**config.mk**
```make
export PLATFORM = sky130hd
export DESIGN_NAME = single_server_queue_sim_tick
export DESIGN_NICKNAME = d
export VERILOG_FILES = /design/src/hdl/ssq_pkg.sv /design/src/hdl/ssq_ram.sv /design/src/hdl/single_server_queue_sim_tick.sv
export SDC_FILE = /design/constraint.sdc
export NUM_CORES = 2
export LEC_CHECK = 0
export BUFFER_PORTS_ARGS = -buffer_cell sky130_fd_sc_hd__buf_4
export CAP_MARGIN = 20
export CORE_ASPECT_RATIO = 0.6
export CORE_MARGIN = 5
export CORE_UTILIZATION = 44
export CTS_CLUSTER_DIAMETER = 200
export CTS_CLUSTER_SIZE = 20
export DETAILED_ROUTE_END_ITERATION = 8
export PLACE_DENSITY_LB_ADDON = 0.3
export SLEW_MARGIN = 20
export SYNTH_ARGS = -nofsm -noshare
export SYNTH_HDL_FRONTEND = slang
export SYNTH_SLANG_ARGS = --single-unit
```
**constraint.sdc**
```tcl
create_clock -name clk -period 12.4 [get_ports clk]
set_clock_uncertainty 0.1 [all_clocks]
set_input_delay 0.62 -clock clk [delete_from_list [all_inputs] [get_ports clk]]
set_output_delay 0.62 -clock clk [all_outputs]
set_load 0.05 [all_outputs]
```
**src/hdl/ssq_pkg.sv**
```systemverilog
package ssq_pkg;

  // default sizing
  localparam int DEF_FIFO_DEPTH   = 64;
  localparam int DEF_TIME_BITS    = 16;
  localparam int DEF_SERVICE_BITS = 8;

  // fixed field widths
  localparam int ID_W    = 16;
  localparam int TOTAL_W = 16;
  localparam int WSUM_W  = 32;
  localparam int PCT_W   = 7;

  // register port
  localparam int APB_AW = 3;
  localparam int APB_DW = 32;
  localparam int REG_IDX_W = APB_AW - 2;

  typedef enum logic [REG_IDX_W-1:0] {
    REG_ARRIVAL_PCT = 1'b0
  } reg_idx_t;

  localparam logic [PCT_W-1:0] PCT_RESET = PCT_W'(50);

endpackage

```
**src/hdl/ssq_ram.sv**
```systemverilog
module ssq_ram #(
  parameter int WIDTH = 8,
  parameter int DEPTH = 64
) (
  input  logic                     clk,
  input  logic                     we,
  input  logic [$clog2(DEPTH)-1:0] waddr,
  input  logic [WIDTH-1:0]         wdata,
  input  logic [$clog2(DEPTH)-1:0] raddr,
  output logic [WIDTH-1:0]         rdata
);

  logic [WIDTH-1:0] mem [DEPTH];
  logic [WIDTH-1:0] rdata_r;

  // read-first: a same-cycle write is not seen by the read
  always_ff @(posedge clk) begin
    if (we) begin
      mem[waddr] <= wdata;
    end
    rdata_r <= mem[raddr];
  end

  assign rdata = rdata_r;

endmodule

```
**src/hdl/single_server_queue_sim_tick.sv**
```systemverilog
// Single-server FIFO queue simulator, one simulated tick per input word.
//
// Input channel (in_valid / in_stall): each word is one tick carrying the
// arrival draw, the service time of a job arriving this tick, and a
// last-tick mark. Result channel (out_valid / out_stall): exactly one word
// per tick with arrival, start, server and queue status plus running totals.
// Arrival threshold is set through the APB register at byte address 0;
// write it only while the block is idle.
//
// The result word is registered at the edge that accepts the tick, so it
// shows in the next cycle. Throughput: one tick per clock while in_stall
// is low. The whole tick is settled combinationally between the input
// ports and the result register; the waiting-job ring sits in a
// registered-read RAM whose read address is steered to the next head ahead
// of time, with a bypass for a word written to that same slot.
//
// Reset (rst_n low, synchronous): queue empty, server idle, tick 0, next
// job id 1, totals 0, threshold 50. No clearing pass is needed.
// While the receiver stalls with a result pending, in_stall goes high and
// the held result word stays unchanged until it is taken.
module single_server_queue_sim_tick
  import ssq_pkg::*;
#(
  parameter int FIFO_DEPTH   = DEF_FIFO_DEPTH,
  parameter int TIME_BITS    = DEF_TIME_BITS,
  parameter int SERVICE_BITS = DEF_SERVICE_BITS
) (
  input  logic                                clk,
  input  logic                                rst_n,
  // register port
  input  logic                                psel,
  input  logic                                penable,
  input  logic                                pwrite,
  input  logic [APB_AW-1:0]                   paddr,
  input  logic [APB_DW-1:0]                   pwdata,
  output logic [APB_DW-1:0]                   prdata,
  output logic                                pready,
  // tick input
  input  logic                                in_valid,
  output logic                                in_stall,
  input  logic [PCT_W-1:0]                    in_random_draw,
  input  logic [SERVICE_BITS-1:0]             in_service_time,
  input  logic                                in_last_tick,
  // result output
  output logic                                out_valid,
  input  logic                                out_stall,
  output logic                                out_arrival_accepted,
  output logic                                out_arrival_dropped,
  output logic [ID_W-1:0]                     out_arrived_job_id,
  output logic                                out_start_valid,
  output logic [ID_W-1:0]                     out_start_job_id,
  output logic [TIME_BITS-1:0]                out_start_wait,
  output logic [SERVICE_BITS-1:0]             out_busy_left,
  output logic [$clog2(FIFO_DEPTH+1)-1:0]     out_queue_count,
  output logic [TOTAL_W-1:0]                  out_arrived_total,
  output logic [TOTAL_W-1:0]                  out_started_total,
  output logic [WSUM_W-1:0]                   out_wait_total,
  output logic                                out_run_done
);

  localparam int PTR_W  = $clog2(FIFO_DEPTH);
  localparam int CNT_W  = $clog2(FIFO_DEPTH + 1);
  localparam int WORD_W = ID_W + TIME_BITS + SERVICE_BITS;

  localparam logic [PTR_W-1:0]   PTR_LAST = PTR_W'(FIFO_DEPTH - 1);
  localparam logic [CNT_W-1:0]   CNT_FULL = CNT_W'(FIFO_DEPTH);
  localparam logic [ID_W-1:0]    ID_ONE   = ID_W'(1);
  localparam logic [TOTAL_W-1:0] TOT_MAX  = '1;
  localparam logic [WSUM_W-1:0]  WSUM_MAX = '1;

  function automatic logic [PTR_W-1:0] ring_next(input logic [PTR_W-1:0] p);
    ring_next = (p == PTR_LAST) ? '0 : p + PTR_W'(1);
  endfunction

  // ---------------------------------------------------------------------
  // Register port
  // ---------------------------------------------------------------------
  logic [PCT_W-1:0] pct_r;
  logic             reg_sel;

  assign pready  = 1'b1;
  assign reg_sel = (paddr[APB_AW-1:2] == REG_ARRIVAL_PCT);
  assign prdata  = reg_sel ? APB_DW'(pct_r) : '0;

  always_ff @(posedge clk) begin
    if (!rst_n) begin
      pct_r <= PCT_RESET;
    end else if (psel && penable && pwrite && pready && reg_sel) begin
      pct_r <= pwdata[PCT_W-1:0];
    end
  end

  // ---------------------------------------------------------------------
  // Simulation state
  // ---------------------------------------------------------------------
  logic [PTR_W-1:0]        head_r, head_nxt;
  logic [PTR_W-1:0]        tail_r, tail_nxt;
  logic [CNT_W-1:0]        occ_r, occ_nxt;
  logic [SERVICE_BITS-1:0] rem_r, rem_nxt;
  logic [TIME_BITS-1:0]    tick_r, tick_nxt;
  logic [ID_W-1:0]         next_id_r, next_id_nxt;
  logic [TOTAL_W-1:0]      arr_tot_r, arr_tot_nxt;
  logic [TOTAL_W-1:0]      start_tot_r, start_tot_nxt;
  logic [WSUM_W-1:0]       wsum_r, wsum_nxt;

  // head-slot bypass for a write that hit the slot being read
  logic                    byp_r, byp_nxt;
  logic [WORD_W-1:0]       byp_word_r;

  logic                    accept;
  logic                    arrive, full, push, pop;
  logic [ID_W-1:0]         id_inc;
  logic [CNT_W-1:0]        occ_push;
  logic [SERVICE_BITS-1:0] rem_dec;
  logic [WORD_W-1:0]       wr_word, ram_rdata, head_word;
  logic                    from_input;
  logic [ID_W-1:0]         head_id;
  logic [TIME_BITS-1:0]    head_arr, wait_ticks;
  logic [SERVICE_BITS-1:0] head_serv;
  logic [WSUM_W:0]         wsum_add;

  assign in_stall = out_valid && out_stall;
  assign accept   = in_valid && !in_stall;

  // arrival and push
  assign arrive   = (in_random_draw <= pct_r);
  assign full     = (occ_r == CNT_FULL);
  assign push     = arrive && !full;
  assign id_inc   = next_id_r + ID_ONE;
  assign occ_push = occ_r + CNT_W'(push);
  assign wr_word  = {next_id_r, tick_r, in_service_time};

  // server countdown, then pop when idle
  assign rem_dec  = (rem_r != '0) ? rem_r - SERVICE_BITS'(1) : '0;
  assign pop      = (rem_dec == '0) && (occ_push != '0);

  // empty queue: the only candidate is the job arriving this tick
  assign head_word  = byp_r ? byp_word_r : ram_rdata;
  assign from_input = (occ_r == '0);
  assign head_id    = from_input ? next_id_r : head_word[WORD_W-1 -: ID_W];
  assign head_arr   = from_input ? tick_r : head_word[SERVICE_BITS +: TIME_BITS];
  assign head_serv  = from_input ? in_service_time : head_word[SERVICE_BITS-1:0];
  assign wait_ticks = tick_r - head_arr;
  assign wsum_add   = {1'b0, wsum_r} + (WSUM_W+1)'(wait_ticks);

  always_comb begin
    head_nxt      = head_r;
    tail_nxt      = tail_r;
    occ_nxt       = occ_r;
    rem_nxt       = rem_r;
    tick_nxt      = tick_r;
    next_id_nxt   = next_id_r;
    arr_tot_nxt   = arr_tot_r;
    start_tot_nxt = start_tot_r;
    wsum_nxt      = wsum_r;
    if (accept) begin
      tick_nxt = tick_r + TIME_BITS'(1);
      if (arrive) begin
        next_id_nxt = (id_inc == '0) ? ID_ONE : id_inc;
        if (arr_tot_r != TOT_MAX) begin
          arr_tot_nxt = arr_tot_r + TOTAL_W'(1);
        end
      end
      if (push) begin
        tail_nxt = ring_next(tail_r);
      end
      if (pop) begin
        head_nxt = ring_next(head_r);
        occ_nxt  = occ_push - CNT_W'(1);
        rem_nxt  = head_serv;
        if (start_tot_r != TOT_MAX) begin
          start_tot_nxt = start_tot_r + TOTAL_W'(1);
        end
        wsum_nxt = wsum_add[WSUM_W] ? WSUM_MAX : wsum_add[WSUM_W-1:0];
      end else begin
        occ_nxt = occ_push;
        rem_nxt = rem_dec;
      end
    end
  end

  // read address tracks the head for the next tick
  assign byp_nxt = accept && push && (tail_r == head_nxt);

  ssq_ram #(
    .WIDTH (WORD_W),
    .DEPTH (FIFO_DEPTH)
  ) u_ring (
    .clk   (clk),
    .we    (accept && push),
    .waddr (tail_r),
    .wdata (wr_word),
    .raddr (head_nxt),
    .rdata (ram_rdata)
  );

  always_ff @(posedge clk) begin
    if (!rst_n) begin
      head_r      <= '0;
      tail_r      <= '0;
      occ_r       <= '0;
      rem_r       <= '0;
      tick_r      <= '0;
      next_id_r   <= ID_ONE;
      arr_tot_r   <= '0;
      start_tot_r <= '0;
      wsum_r      <= '0;
      byp_r       <= 1'b0;
    end else begin
      head_r      <= head_nxt;
      tail_r      <= tail_nxt;
      occ_r       <= occ_nxt;
      rem_r       <= rem_nxt;
      tick_r      <= tick_nxt;
      next_id_r   <= next_id_nxt;
      arr_tot_r   <= arr_tot_nxt;
      start_tot_r <= start_tot_nxt;
      wsum_r      <= wsum_nxt;
      byp_r       <= byp_nxt;
    end
  end

  always_ff @(posedge clk) begin
    if (accept && push) begin
      byp_word_r <= wr_word;
    end
  end

  // ---------------------------------------------------------------------
  // Result register
  // ---------------------------------------------------------------------
  logic out_valid_r;

  always_ff @(posedge clk) begin
    if (!rst_n) begin
      out_valid_r <= 1'b0;
    end else begin
      out_valid_r <= accept || (out_valid_r && out_stall);
    end
  end

  always_ff @(posedge clk) begin
    if (accept) begin
      out_arrival_accepted <= push;
      out_arrival_dropped  <= arrive && full;
      out_arrived_job_id   <= arrive ? next_id_r : '0;
      out_start_valid      <= pop;
      out_start_job_id     <= pop ? head_id : '0;
      out_start_wait       <= pop ? wait_ticks : '0;
      out_busy_left        <= rem_nxt;
      out_queue_count      <= occ_nxt;
      out_arrived_total    <= arr_tot_nxt;
      out_started_total    <= start_tot_nxt;
      out_wait_total       <= wsum_nxt;
      out_run_done         <= in_last_tick;
    end
  end

  assign out_valid = out_valid_r;

endmodule

```
==> qor.yml <==
status: "finished clean"
fill_cells: 21460
worstPathRequired_ns: 13.11
crit_slowest_cell: "nor3_1"
crit_top_cell: "o21a_1"
drtAntennaViolNets: 0
start_kind: "flip-flop"
root_buffer: "clkbuf_16"
cts.sinks: 2903
fin_util: 0.4832
layout-drive-gt1-share: 0.1425
clkLatencyLatePin_ns: 0.87
drt_iter0_markers: 10320
comb_power_share: 0.296
max_stage_delay_ns: 0.84
p_leak_nw: 41.72
via_count: 67520
drcViolationCount: 0
wirelength_mm: 330.7
grt_max_degree: 146
setup_violations: 0
power.density_nw_per_um2: 190.7
numCtsBuffers: 171
placementRows: 145
nets: 7291
portBuffers: 170
initial_core_util: 0.4409
synth_edf_count: 2731
yosys_warnings: 0
h-tree-depth: 4
ir_drop_mv: 0.2190
placed_area_um2: 120500
fin_crit_ns: 8.564
final_hold_viol_count: 0
power.share.clock: 0.240
fmax_mhz: 116.8
areaGrowthSynthToFinish_pct: 9.575
cts_resized: 0
slew_violations: 0
clock_path_buffers: 4
place_hpwl_mm: 188.7
cp.arrival_ns: 9.28
worst_pin_slew_ns: 1.178
grt_util_all_layers: 0.2378
place.gp.congestion: 0.8233
maxCapViolCount: 0
p_switching_w: 0.007788
pwr-share-seq: 0.464
synth_area_um2: 114500
ys_types: 84
grt_pass1_wl_mm: 468.0
dieHeight_um: 405.1
cp_max_fo: 56
p_sw_frac: 0.3256
grt_overflow: 0
hold_class: "in2reg"
synth_ff_type: "edfxtp_1"
cp-end-kind: "flip-flop"
grt_pass1_vias: 64330
fin_setup_tns_ns: 0
drt_pass1_iterations: 6
core_um2: 259600
seq_area_frac_synth: 0.7465
cts_tree: "yes"
yosysMostFrequentCell: "edfxtp_1"
die_w_um: 668.5
final_cells: 10720
ys_seq_elements: 2903
syn_area_per_cell_um2: 16.17
rsz0062_at_grt: "false"
synth_cells: 7080
wire_per_inst_um: 30.84
grt_antenna_before_repair: 12
synthArstFlopShare: 0
p_total_w: 0.02392
die_area_um2: 270800
num_io_pins: 224
slew_headroom: 0.2145
vias_per_cell: 6.296
path_clk_slew_ns: 0.09
crit_type: "reg2reg"
synthTopCellsByArea: "edfxtp_1 (72%), mux4_2 (5.8%), dfxtp_1 (3.0%), nand2_1 (2.7%), a211oi_1 (2.0%)"
dp_cells: 10450
stdcell_area_um2: 125400
yosysTopAreaCellShare: 0.7164
synth.cells.most_frequent: "edfxtp_1 (2,731), nand2_1 (821), a211oi_1 (312)"
period_share: 0.6907
synth.largest_area_cell: "edfxtp_1"
internal_power_w: 0.01613
[cells in the final DEF (no fill, tap or decap), drive strengths merged, types with 112 or more instances in the layout]
cell type	instances
clkbuf	256
nor2	246
nand2	822
a21oi	155
a22oi	126
a211oi	312
nand3	124
mux2i	112
dfxtp	172
mux4	296
edfxtp	2731
and3	308
a31oi	281
buf	386
[power groups by stage]
stage	Combinational, W	Sequential (W)	Clock [W]
finish	0.00709	0.0111	0.00574
global route	0.00768	0.0111	0.00620
CTS	0.00704	0.0111	0.00580
detailed placement	0.00700	0.0113	0
global placement	0.00689	0.0113	0
floorplan	0.00481	0.0115	0
[cells by family after synthesis]
| group | synth area share |
|---|---|
| buf+inv | 0.02074 |
| fa+ha+maj | 0.005596 |
| mux | 0.06940 |
| simple gates | 0.07482 |
| xor+xnor | 0.006580 |
| other cells | 0.00006560 |
| flops | 0.7465 |
| compound gates | 0.07633 |
[sequential cells by signal (all words and copies together) (netlist names), 16 cells and up]
name and count:
out_arrived_total 16, out_wait_total 32, byp_word_r 40, out_arrived_job_id 16
next_id_r 16, u_ring.rdata 40, wsum_r 32, start_tot_r 16
u_ring.mem 2560, out_start_job_id 16, arr_tot_r 16, out_start_wait 16
out_started_total 16, tick_r 16
[path summary, 6_finish.rpt]
path	startpoint	to	slack, ns	cells past startpoint
hold reg to reg	wsum_r[29]	wsum_r[29]	0.39	1
setup reg to reg	pct_r[1]	u_ring.rdata[12]	3.84	28
setup / recovery	pct_r[1]	u_ring.rdata[12]	3.84	28
hold / removal	in_service_time[5]	u_ring.mem[31][5]	0.06	1
[per-layer routing]
metal  wire (um)  part of all wire  global-route usage  vias to the layer above
li1            -                 -                   -                    28030
met2      143200              0.43              0.3427                     4092
met5          54           0.00016                   0                        -
met3       40830              0.12             0.05713                      470
met4        7966             0.024             0.05321                        6
met1      138700              0.42              0.3663                    34920
[timing repair]
item | CTS | global route
hold buffers | 10 | 0
setup endpoints to repair | 0 | 0
endpoints found under the hold margin | 9 | 0
setup buffers | 0 | 0
[worst max-delay path, delay by kind of cell, from the launching register on]
| family | cells | cell delay (ns) |
|---|---|---|
| fa+ha+maj | 4 | 1.06 |
| compound gates | 12 | 2.80 |
| flops | 1 | 0.31 |
| simple gates | 6 | 2.23 |
| buf+inv | 6 | 1.93 |
[cell type report]
cell class	count	area [um2]	share of cell area
Antenna cell	1	2.502	0.00001995
Clock inverter	3	58.81	0.0004688
Inverter	54	207.7	0.001656
Timing Repair Buffer	396	3211	0.02559
Clock buffer	256	4705	0.03750
Multi-Input combinational cell	3657	27430	0.2187
Sequential cell	2903	85500	0.6816
Tap cell	3454	4322	0.03445
[per-stage QoR]
stage,setup WS (ns),hold slack [ns]
finish,3.836,0.06273
global route,3.423,0.04164
CTS,3.952,0.01412
detailed placement,3.596,0.3715
global placement,3.755,0.3609
floorplan,5.915,0.3463
(Power assumes the default switching activity.)
